$ cat src/sv/mtrl_pkg.sv
// Shared types and constants for the multibit trie route lookup block.
`timescale 1ns / 1ps
`default_nettype none
package mtrl_pkg;

  localparam int unsigned STRIDE_DEF = 4;
  localparam int unsigned NODES_DEF = 256;
  localparam int unsigned ADDR_BITS = 32;

  localparam logic [1:0] ST_OK = 2'd0;
  localparam logic [1:0] ST_MISS = 2'd1;
  localparam logic [1:0] ST_FULL = 2'd2;

  localparam int unsigned E_VALID_BIT = 31;
  localparam int unsigned E_CHILD_BIT = 30;

  // Controller states.
  typedef enum logic [4:0] {
    S_CLEAR,
    S_IDLE,
    S_LK_RD,
    S_LK_CHK,
    S_CT_RD,
    S_CT_CHK,
    S_IN_RD,
    S_IN_CHK,
    S_IN_FILL,
    S_IN_LINK,
    S_EX_RD,
    S_EX_CHK,
    S_SB_RD,
    S_SB_CHK,
    S_DONE
  } state_e;

  // Commands from the controller to the datapath.
  typedef struct packed {
    logic clr_wr;
    logic load;
    logic rd_walk;
    logic rd_exp;
    logic rd_sub;
    logic adv_node;
    logic need_inc;
    logic stop_follow;
    logic alloc_start;
    logic fill_wr;
    logic link_wr;
    logic exp_apply;
    logic exp_next;
    logic sub_start;
    logic sub_apply;
    logic reset_walk;
    logic set_res;
    logic [1:0] res_status;
    logic res_port;
  } cmd_t;

  // Status from the datapath to the controller.
  typedef struct packed {
    logic clr_done;
    logic func;
    logic ent_valid;
    logic ent_child;
    logic ent_node_ok;
    logic more_strides;
    logic lk_more;
    logic follow;
    logic fits;
    logic fill_done;
    logic exp_last;
    logic sp_empty;
    logic sub_pos_ok;
  } stat_t;

endpackage
`default_nettype wire

$ cat src/sv/mtrl_ctrl.sv
// Controller state machine for the multibit trie route lookup.
`timescale 1ns / 1ps
`default_nettype none
module mtrl_ctrl (
  input  wire logic           clk_i,
  input  wire logic           rst_ni,
  input  wire logic           in_fire_i,
  input  wire logic           out_free_i,
  input  wire mtrl_pkg::stat_t st_i,
  output mtrl_pkg::cmd_t      cmd_o,
  output logic                in_ready_o
);

  mtrl_pkg::state_e state_q, state_d;

  // State register.
  always_ff @(posedge clk_i or negedge rst_ni) begin
    if (!rst_ni) begin
      state_q <= mtrl_pkg::S_CLEAR;
    end else begin
      state_q <= state_d;
    end
  end

  // Next state.
  always_comb begin
    state_d = state_q;
    unique case (state_q)
      mtrl_pkg::S_CLEAR: if (st_i.clr_done) state_d = mtrl_pkg::S_IDLE;
      mtrl_pkg::S_IDLE: begin
        if (in_fire_i) state_d = mtrl_pkg::S_LK_RD;
      end
      mtrl_pkg::S_LK_RD: begin
        if (st_i.func) begin
          state_d = st_i.more_strides ? mtrl_pkg::S_CT_CHK : mtrl_pkg::S_IN_RD;
        end else begin
          state_d = mtrl_pkg::S_LK_CHK;
        end
      end
      mtrl_pkg::S_LK_CHK: begin
        if (!st_i.ent_valid || !st_i.ent_child || !st_i.ent_node_ok || !st_i.lk_more) begin
          state_d = mtrl_pkg::S_DONE;
        end else begin
          state_d = mtrl_pkg::S_LK_CHK;
        end
      end
      mtrl_pkg::S_CT_RD: state_d = mtrl_pkg::S_CT_CHK;
      mtrl_pkg::S_CT_CHK: begin
        if (!st_i.more_strides) state_d = st_i.fits ? mtrl_pkg::S_IN_RD : mtrl_pkg::S_DONE;
        else state_d = mtrl_pkg::S_CT_CHK;
      end
      mtrl_pkg::S_IN_RD: state_d = st_i.more_strides ? mtrl_pkg::S_IN_CHK : mtrl_pkg::S_EX_RD;
      mtrl_pkg::S_IN_CHK: begin
        if (st_i.ent_valid && st_i.ent_child && st_i.ent_node_ok) state_d = mtrl_pkg::S_IN_RD;
        else state_d = mtrl_pkg::S_IN_FILL;
      end
      mtrl_pkg::S_IN_FILL: if (st_i.fill_done) state_d = mtrl_pkg::S_IN_LINK;
      mtrl_pkg::S_IN_LINK: state_d = mtrl_pkg::S_IN_RD;
      mtrl_pkg::S_EX_RD: state_d = mtrl_pkg::S_EX_CHK;
      mtrl_pkg::S_EX_CHK: begin
        if (st_i.ent_valid && st_i.ent_child) state_d = mtrl_pkg::S_SB_RD;
        else if (st_i.exp_last) state_d = mtrl_pkg::S_DONE;
        else state_d = mtrl_pkg::S_EX_RD;
      end
      mtrl_pkg::S_SB_RD: begin
        if (st_i.sp_empty) state_d = st_i.exp_last ? mtrl_pkg::S_DONE : mtrl_pkg::S_EX_RD;
        else if (st_i.sub_pos_ok) state_d = mtrl_pkg::S_SB_CHK;
        else state_d = mtrl_pkg::S_SB_RD;
      end
      mtrl_pkg::S_SB_CHK: state_d = mtrl_pkg::S_SB_RD;
      mtrl_pkg::S_DONE: if (out_free_i) state_d = mtrl_pkg::S_IDLE;
      default: state_d = mtrl_pkg::S_IDLE;
    endcase
  end

  // Commands.
  always_comb begin
    cmd_o = '0;
    in_ready_o = 1'b0;
    unique case (state_q)
      mtrl_pkg::S_CLEAR: cmd_o.clr_wr = 1'b1;
      mtrl_pkg::S_IDLE: begin
        in_ready_o = 1'b1;
        cmd_o.load = in_fire_i;
      end
      mtrl_pkg::S_LK_RD: begin
        cmd_o.rd_walk = 1'b1;
      end
      mtrl_pkg::S_LK_CHK: begin
        if (!st_i.ent_valid || (st_i.ent_child && !st_i.ent_node_ok) ||
            (st_i.ent_child && !st_i.lk_more)) begin
          cmd_o.set_res = 1'b1;
          cmd_o.res_status = mtrl_pkg::ST_MISS;
        end else if (!st_i.ent_child) begin
          cmd_o.set_res = 1'b1;
          cmd_o.res_status = mtrl_pkg::ST_OK;
          cmd_o.res_port = 1'b1;
        end else begin
          cmd_o.adv_node = 1'b1;
          cmd_o.rd_walk = 1'b1;
        end
      end
      mtrl_pkg::S_CT_RD: cmd_o.rd_walk = 1'b1;
      mtrl_pkg::S_CT_CHK: begin
        if (!st_i.more_strides) begin
          cmd_o.reset_walk = 1'b1;
          if (!st_i.fits) begin
            cmd_o.set_res = 1'b1;
            cmd_o.res_status = mtrl_pkg::ST_FULL;
          end
        end else if (st_i.follow && st_i.ent_valid && st_i.ent_child && st_i.ent_node_ok) begin
          cmd_o.adv_node = 1'b1;
          cmd_o.rd_walk = 1'b1;
        end else begin
          cmd_o.need_inc = 1'b1;
          cmd_o.stop_follow = 1'b1;
          cmd_o.rd_walk = 1'b1;
        end
      end
      mtrl_pkg::S_IN_RD: begin
        if (st_i.more_strides) cmd_o.rd_walk = 1'b1;
      end
      mtrl_pkg::S_IN_CHK: begin
        if (st_i.ent_valid && st_i.ent_child && st_i.ent_node_ok) cmd_o.adv_node = 1'b1;
        else cmd_o.alloc_start = 1'b1;
      end
      mtrl_pkg::S_IN_FILL: cmd_o.fill_wr = 1'b1;
      mtrl_pkg::S_IN_LINK: cmd_o.link_wr = 1'b1;
      mtrl_pkg::S_EX_RD: cmd_o.rd_exp = 1'b1;
      mtrl_pkg::S_EX_CHK: begin
        cmd_o.exp_apply = 1'b1;
        if (st_i.ent_valid && st_i.ent_child) begin
          cmd_o.sub_start = 1'b1;
        end else if (st_i.exp_last) begin
          cmd_o.set_res = 1'b1;
          cmd_o.res_status = mtrl_pkg::ST_OK;
        end else begin
          cmd_o.exp_next = 1'b1;
        end
      end
      mtrl_pkg::S_SB_RD: begin
        if (st_i.sp_empty) begin
          if (st_i.exp_last) begin
            cmd_o.set_res = 1'b1;
            cmd_o.res_status = mtrl_pkg::ST_OK;
          end else begin
            cmd_o.exp_next = 1'b1;
          end
        end else begin
          cmd_o.rd_sub = 1'b1;
        end
      end
      mtrl_pkg::S_SB_CHK: cmd_o.sub_apply = 1'b1;
      mtrl_pkg::S_DONE: ;
      default: ;
    endcase
  end

`ifndef SYNTHESIS
  // The input side is only open in the idle state.
  a_ready_idle: assert property (@(posedge clk_i) disable iff (!rst_ni)
    in_ready_o |-> state_q == mtrl_pkg::S_IDLE) else $error("ready outside idle");
  // An accepted beat always starts a walk.
  a_fire_walk: assert property (@(posedge clk_i) disable iff (!rst_ni)
    in_fire_i |=> state_q == mtrl_pkg::S_LK_RD) else $error("beat not started");
  // A result that is set is always followed by the done state.
  a_res_once: assert property (@(posedge clk_i) disable iff (!rst_ni)
    cmd_o.set_res |=> state_q == mtrl_pkg::S_DONE) else $error("result not finished");
`endif

endmodule
`default_nettype wire

$ cat config.mk
export PLATFORM = sky130hd
export DESIGN_NAME = mtrl_ctrl
export DESIGN_NICKNAME = d
export VERILOG_FILES = /design/src/sv/mtrl_pkg.sv /design/src/sv/mtrl_ctrl.sv
export SDC_FILE = /design/constraint.sdc
export NUM_CORES = 1
export LEC_CHECK = 0
export BUFFER_PORTS_ARGS = -buffer_cell sky130_fd_sc_hd__buf_2
export CAP_MARGIN = 20
export CORE_UTILIZATION = 40
export DETAILED_ROUTE_END_ITERATION = 8
export GPL_ROUTABILITY_DRIVEN = 0
export GPL_TIMING_DRIVEN = 1
export MAX_ROUTING_LAYER = met4
export PLACE_DENSITY = 0.78
export REMOVE_ABC_BUFFERS = 1
export SLEW_MARGIN = 40
export SYNTH_ARGS = -nofsm -noshare
export SYNTH_HDL_FRONTEND = slang
export SYNTH_SLANG_ARGS = --single-unit
$ cat constraint.sdc
create_clock -name clk_i -period 1.3 [get_ports clk_i]
set_input_delay 0.13 -clock clk_i [delete_from_list [all_inputs] [get_ports clk_i]]
set_output_delay 0.13 -clock clk_i [all_outputs]
set_load 0.005 [all_outputs]
==> results_dict.tcl, run 1 <==
set metrics [dict create \
    outcome "stopped before the end" \
    lastStage "global routing (5_1_grt)" \
    error_line "[ERROR GRT-0232] Routing congestion too high. Check the congestion heatmap in the GUI." \
    fp.dieH_microns 44.4 \
    cts-root-buf "clkbuf_4" \
    overflow 52 \
    dp_hpwl_mm 1.85 \
    grt_max_degree 11 \
    synth_top_area_share_pct 13.9 \
    synthTopCellsByArea "dfrtp_1 14%, nor3_1 6.3%, nor2_1 5.7%" \
    syn_area_per_cell_sq_um 6.93 \
    rows 14 \
    netlist_area_sq_um 721 \
    cts_buffers 3 \
    initial_core_util_pct 45.2 \
    die_w_microns 44.4 \
    worst-ep-kind "output port" \
    placed_area_sq_um 1080 \
    grt-worst-endpoint "cmd_o[3]" \
    yosysUniqueCellTypes 39 \
    ys_seq_elements 4 \
    syn_inst 104 \
    portBuffers 37 \
    cts_sinks 4 \
    track_usage_pct 79.5 \
    ys_seq_area_share_pct 13.9 \
    yosys.area.top_type "dfrtp_1" \
    yosys_warnings 0 \
    ioPinCount 38 \
    clockBufferDepth 2 \
    h-tree-depth 1 \
]
timing repair:
| item | in CTS |
|---|---|
| cloned | 1 |
| hold buffers | 1 |
| setup buffers | 6 |
| pin swaps | 10 |
| resized for setup | 37 |
| endpoints found under the setup margin | 25 |
| endpoints found under the hold margin | 4 |
synthesized netlist by cell type:
cell,n
a32oi_1,1
nor2_1,11
buf_2,5
nand3_1,5
nand2b_1,4
or2_1,1
a31oi_1,4
o21ai_0,5
a2111oi_0,1
nand3b_1,1
a2111oi_4,1
nand4b_1,1
o21ai_1,1
mux2i_1,1
inv_1,1
and3_1,1
nand2_1,8
a21o_1,1
o2111ai_1,1
buf_4,3
and3b_1,1
o21bai_1,1
a22o_1,1
o21a_1,1
o2bb2ai_1,1
nor4_2,2
nor3b_1,1
and2_1,1
nor3_1,9
o41ai_1,1
nand4_1,2
nor2b_1,6
a22oi_1,1
buf_6,3
a21boi_0,1
or2b_1,1
dfrtp_1,4
a21oi_1,8
nor2_2,2
metal layers:
layer,GRT overflow,track usage [%]
met1,0,72.4
met2,17,95.0
met3,0,51.0
met4,35,107
met5,-,-
per-stage QoR:
step | instances | hold WS, ps | setup slack [ps] | setup TNS, ps
2_1_floorplan | 93 | -166 | -167 | -733
3_3_place_gp | 182 | -61.1 | -125 | -418
3_5_place_dp | 182 | -59.2 | -141 | -571
4_1_cts | 193 | 211 | -240 | -3750
logic make-up after synthesis:
group	Yosys count	share of synthesized area, %
flip-flops	4	13.9
AO/OA/AOI/OAI	30	29.5
buffers and inverters	12	11.8
AND/OR/NAND/NOR	57	43.4
multiplexers	1	1.39
==> inputs of run 2 (changes only) <==
--- a/config.mk
+++ b/config.mk
@@ -7,12 +7,12 @@
 export LEC_CHECK = 0
 export BUFFER_PORTS_ARGS = -buffer_cell sky130_fd_sc_hd__buf_2
 export CAP_MARGIN = 20
-export CORE_UTILIZATION = 40
+export CORE_AREA = 2 2 63 65
 export DETAILED_ROUTE_END_ITERATION = 8
+export DIE_AREA = 0 0 65 67
 export GPL_ROUTABILITY_DRIVEN = 0
 export GPL_TIMING_DRIVEN = 1
-export MAX_ROUTING_LAYER = met4
-export PLACE_DENSITY = 0.78
+export PLACE_DENSITY_LB_ADDON = 0.15
 export REMOVE_ABC_BUFFERS = 1
 export SLEW_MARGIN = 40
 export SYNTH_ARGS = -nofsm -noshare
==> constraint.sdc (replaced) <==
create_clock -name clk_i -period 1.7 [get_ports clk_i]
set_input_delay 0.17 -clock clk_i [delete_from_list [all_inputs] [get_ports clk_i]]
set_output_delay 0.17 -clock clk_i [all_outputs]
set_load 0.005 [all_outputs]
==> run 2 against run 1 <==
The flow now finishes without violations; synthesized area unchanged; synthesized cell count unchanged.
==> results_dict.tcl, run 2 <==
set metrics [dict create \
    outcome "finished, final reports clean" \
    hold_viol_final 0 \
    synth_top_area_share_pct 13.9 \
    drtPass1Iterations 4 \
    num_antenna_cells 0 \
    cap_violations 0 \
    fin_nets 172 \
    reg_top3 "state_q (4)" \
    cp.required_ps 1530 \
    period_needed_ps 1660 \
    r2r-end "state_q[0]" \
    syn_area_per_cell_sq_um 6.93 \
    ys_seq_elements 4 \
    cts-root-buf "clkbuf_8" \
    place_ws_ps 119 \
    dp_hpwl_mm 2.09 \
    drtIter0Drc 13 \
    yosysMostFrequentCell "nor2_1" \
    antenna_found_initial 0 \
    cts_buffers 3 \
    yosysUniqueCellTypes 39 \
    power_leakage_nw 0.535 \
    cp_slowest_cell "dfrtp_2" \
    grt_pass1_vias 874 \
    fillers 400 \
    clk_latency_ps 220 \
    slew_headroom_pct 75.5 \
    netlist_area_sq_um 721 \
    fin_skew_ps 0.581 \
    h-tree-depth 1 \
    wl_mm 2.70 \
    rrSetupSlack_ps 250 \
    grt_max_degree 13 \
    ys.flop_type "dfrtp_1" \
    clockBufferDepth 2 \
    peakVddDrop_mv 0.480 \
    worst_pin_slew_ps 359 \
    syn_inst 104 \
    power_density_nw_per_um2 1710 \
    ioPinCount 38 \
    synth_async_sr_flop_share_pct 100 \
    r2r-start "state_q[1]" \
    worstSetupPathType "reg2out" \
    min_path_type "in2async" \
    yosys_warnings 0 \
    viasPerCell 4.76 \
    critPathLaunchType "flip-flop" \
    maxSlewViolCount 0 \
    track_usage_pct 12.4 \
    final_cell_mix "37 x buf_2, 17 x buf_4, 11 x nor2_1" \
    die_w_microns 65 \
    core_area_sq_um 3610 \
    final_common_cell "buf_2" \
    clk_pin_slew_worst_paths_ps 40 \
    whs_ps 289 \
    synthTopCellsByArea "dfrtp_1 14%, nor3_1 6.3%, nor2_1 5.7%" \
    drtAntennaViolNets 0 \
    finalCritPeriodShare_pct 97.4 \
    dr_total_vias 957 \
    cp-end-kind "primary output" \
    max_stage_delay_ps 430 \
    synth_edf_count 0 \
    yosys.area.top_type "dfrtp_1" \
    cts_tree "yes" \
    initial_core_util_pct 20.0 \
    wire_per_inst_microns 13.4 \
    grt_pass1_wl_mm 4.11 \
    rows 22 \
    worst_slack_ps 43.9 \
    ys_top_cells_by_count "11 x nor2_1, 9 x nor3_1, 8 x a21oi_1, 8 x nand2_1, 6 x nor2b_1" \
    synthToLayoutAreaGrowth_pct 61.6 \
    cts_sinks 4 \
    crit_fanout 8 \
    fp.dieH_microns 67 \
    regMostFlops "state_q" \
    drive_above_1_share_pct 49.7 \
    reg2regPathDepth 6 \
    largest_reg_flops 4 \
    overflow 0 \
    fmax_mhz 604 \
    path_cells "or2_1 -> nor2_1 -> a21oi_1 -> o21ai_0 -> buf_2" \
    drc 0 \
    setup_viol 0 \
    portBuffers 37 \
    fin_util_pct 32.3 \
    ys_seq_area_share_pct 13.9 \
    crit_arrival_ps 1490 \
    die-area_sq_um 4360 \
]
## run 2: repair_timing
item / CTS / global route
endpoints found under the setup margin: 6 / 9
hold buffers: 1 / 0
resized for setup: 5 / 9
endpoints found under the hold margin: 4 / 0
setup buffers: 2 / 4
pin swaps: 0 / 0
## run 2: final cells by class
type                            count  area, sq um  share of cell area (%)
Clock buffer                        3         41.3                    3.54
Inverter                            1         3.75                   0.322
Multi-Input combinational cell     88          592                    50.8
Sequential cell                     4          105                    9.02
Tap cell                           48         60.1                    5.16
Timing Repair Buffer               57          363                    31.1
## run 2: where the power goes
group	switching, W	internal (W)
logic	0.000768	0.000752
clock network	0.0000603	0.000152
registers	0.000104	0.000159
total	0.000932	0.00106
## run 2: metrics by stage
stage	power, W	instances	cell area [sq um]	TNS (ps)
after detailed placement	0.00155	191	1010	0
after floorplan	0.000920	93	639	0
after global routing	0.00215	201	1160	-14.8
after CTS	0.00183	197	1090	0
final	0.00200	201	1160	0
after global placement	0.00157	191	1010	0
## run 2: metal layers
| layer | vias to the layer above | global-route usage, % | part of all wire, % |
|---|---|---|---|
| li1 | 483 | - | - |
| met1 | 436 | 16.8 | 48 |
| met2 | 38 | 20.2 | 46 |
| met3 | 0 | 3.38 | 5.4 |
| met4 | 0 | 1.60 | 0 |
| met5 | - | 0 | 0 |
## run 2: kinds of logic after synthesis
kind of cell,share of synthesized area [%]
buffers and inverters,11.8
DFF,13.9
and+or+nand+nor,43.4
muxes,1.39
AOI/OAI and AO/OA,29.5
## run 2: how the worst max path moves through the flow
stage | from | end | cells past startpoint
5_1_grt | state_q[0] | cmd_o[17] | 6
4_1_cts | state_q[2] | cmd_o[0] | 5
2_1_floorplan | state_q[1] | cmd_o[3] | 4
6_report | state_q[2] | cmd_o[3] | 5
3_5_place_dp | state_q[3] | cmd_o[0] | 5
3_3_place_gp | state_q[3] | cmd_o[0] | 5
## run 2: critical path, delay by kind of cell, from the launching register on
kind / cells / cell delay (ps)
AO/OA/AOI/OAI: 2 / 390
buffers and inverters: 1 / 140
flip-flops: 1 / 430
AND/OR/NAND/NOR: 2 / 290
Note: power is estimated with default switching activity, not from simulation.
==> inputs of run 3 (changes only) <==
--- a/config.mk
+++ b/config.mk
@@ -5,11 +5,11 @@
 export SDC_FILE = /design/constraint.sdc
 export NUM_CORES = 1
 export LEC_CHECK = 0
-export BUFFER_PORTS_ARGS = -buffer_cell sky130_fd_sc_hd__buf_2
 export CAP_MARGIN = 20
 export CORE_AREA = 2 2 63 65
 export DETAILED_ROUTE_END_ITERATION = 8
 export DIE_AREA = 0 0 65 67
+export DONT_BUFFER_PORTS = 1
 export GPL_ROUTABILITY_DRIVEN = 0
 export GPL_TIMING_DRIVEN = 1
 export PLACE_DENSITY_LB_ADDON = 0.15
==> constraint.sdc (replaced) <==
create_clock -name clk_i -period 1.9 [get_ports clk_i]
set_input_delay 0.19 -clock clk_i [delete_from_list [all_inputs] [get_ports clk_i]]
set_output_delay 0.19 -clock clk_i [all_outputs]
set_load 0.005 [all_outputs]
==> run 3 against run 2 <==
Critical path depth shrank 1; routed wire length shrank 6.6%; cell area shrank 29%; worst setup slack gained 89 ps; sequential power grew 25%; clock skew grew 2.8 ps; hold slack lost 72 ps.
==> results_dict.tcl, run 3 (synthesis gave the netlist of run 2 again) <==
set metrics [dict create \
    comb_power_share_pct 63.3 \
    grt_pass1_vias 717 \
    final_cell_mix "11 x nor2_1, 9 x nor3_1, 9 x buf_4, 8 x nand2_1, 8 x a21oi_1" \
    critPathLaunchType "flip-flop" \
    drc 0 \
    overflow 0 \
    drtPass1Iterations 4 \
    maxSlewViolCount 0 \
    dr_total_vias 807 \
    switchingPower_w 0.000715 \
    die_w_microns 65 \
    crit_arrival_ps 1580 \
    power_density_nw_per_um2 1670 \
    clk_latency_ps 220 \
    synthToLayoutAreaGrowth_pct 14.6 \
    fp.dieH_microns 67 \
    pwr-share-seq_pct 23.9 \
    slew_headroom_pct 76.3 \
    worstSetupPathType "reg2out" \
    cts_setup_buffers 0 \
    fillers 401 \
    p_int_w 0.000661 \
    fin_area_sq_um 826 \
    outcome "finished, final reports clean" \
    cts_buffers 3 \
    viasPerCell 5.24 \
    fmax_mhz 566 \
    ioPinCount 38 \
    placed_area_sq_um 767 \
    num_antenna_cells 0 \
    swShare_pct 52.0 \
    initial_core_util_pct 20.0 \
    clk_pin_slew_worst_paths_ps 30 \
    drtIter0Drc 17 \
    die-area_sq_um 4360 \
    cp-end-kind "primary output" \
    regMostFlops "state_q" \
    portBuffers 0 \
    worst_pin_slew_ps 347 \
    dp_hpwl_mm 2.02 \
    wl_mm 2.52 \
    crit_fanout 19 \
    drive_above_1_share_pct 19.8 \
    grt_max_degree 20 \
    cp.required_ps 1710 \
    fin_tns_setup_ps 0 \
    antenna_found_initial 0 \
    grt_pass1_wl_mm 3.95 \
    cts-root-buf "clkbuf_8" \
    largest_reg_flops 4 \
    power_leakage_nw 0.285 \
    min_path_type "in2reg" \
    setup_viol 0 \
    pwr-share-clk_pct 12.9 \
    hold_viol_final 0 \
    final_common_cell "nor2_1" \
    reg_top3 "state_q (4)" \
    clockBufferDepth 2 \
    track_usage_pct 12.1 \
    cts_tree "yes" \
    fin_skew_ps 3.35 \
    cap_violations 0 \
    peakVddDrop_mv 0.354 \
    rows 22 \
    wire_per_inst_microns 16.4 \
    rsz0062_at_grt "no" \
    finalCritPeriodShare_pct 93.0 \
    fin_nets 125 \
    core_area_sq_um 3610 \
    period_needed_ps 1770 \
    cts_sinks 4 \
    h-tree-depth 1 \
    drtAntennaViolNets 0 \
]
## run 3: cell types whose count changed in the layout (fill, tap and decap cells not counted), moves of 2 or more
cell,before,now
nand2b_4,2,0
buf_2,37,0
nand2b_1,1,4
buf_12,2,0
buf_4,17,9
## run 3: final cells by class
type | count | area [sq um] | share of cell area (%)
Multi-Input combinational cell | 88 | 536 | 64.8
Sequential cell | 4 | 108 | 13.0
Timing Repair Buffer | 10 | 77.6 | 9.39
Tap cell | 48 | 60.1 | 7.27
Clock buffer | 3 | 41.3 | 5.00
Inverter | 1 | 3.75 | 0.455
## run 3: per-layer routing
metal / part of all wire (%) / track usage (%) / wire [microns]
met5: 0 / 0 / 0
met4: 0 / 0.798 / 0
met3: 8.3 / 4.05 / 209
met2: 45 / 18.0 / 1140
met1: 47 / 17.4 / 1180
## run 3: final timing paths
check	start	endpoint	slack, ps	cells past startpoint
setup / recovery	state_q[3]	cmd_o[3]	130	4
hold / removal	st_i[12]	state_q[0]	220	2
setup reg to reg	state_q[2]	state_q[3]	370	5
hold reg to reg	state_q[2]	state_q[3]	740	2
max in group asynchronous	rst_ni	state_q[3]	1450	1
min in group asynchronous	rst_ni	state_q[3]	250	1
## run 3: power groups by stage
stage               Clock, W  Sequential [W]  Combinational, W
global placement           0        0.000313          0.000888
global route        0.000193        0.000353          0.000961
CTS                 0.000180        0.000312          0.000872
floorplan                  0        0.000304          0.000520
finish              0.000177        0.000328          0.000870
detailed placement         0        0.000310          0.000868
## run 3: critical path, stage by stage (launching register included)
cell	delay (ps)
dfrtp_4	530
or2_1	290
nor2_1	70
a21oi_1	280
o21ai_0	180
## run 3: through the flow
step	setup WS (ps)	hold slack (ps)	instances	total power (W)	utilization, %
final	133	217	154	0.00138	22.9
after CTS	35.6	216	154	0.00136	22.7
after floorplan	373	-106	93	0.000824	-
after detailed placement	148	-105	150	0.00118	21.3
after global routing	36.9	213	154	0.00151	22.9
after global placement	130	-105	150	0.00120	21.3
## run 3: what timing repair did
item                                   in CTS  in global routing
pin swaps                                   0                  0
endpoints found under the hold margin       4                  0
cloned                                      0                  0
hold buffers                                1                  0
gates resized for setup                     1                  4
setup endpoints to repair                   1                  5
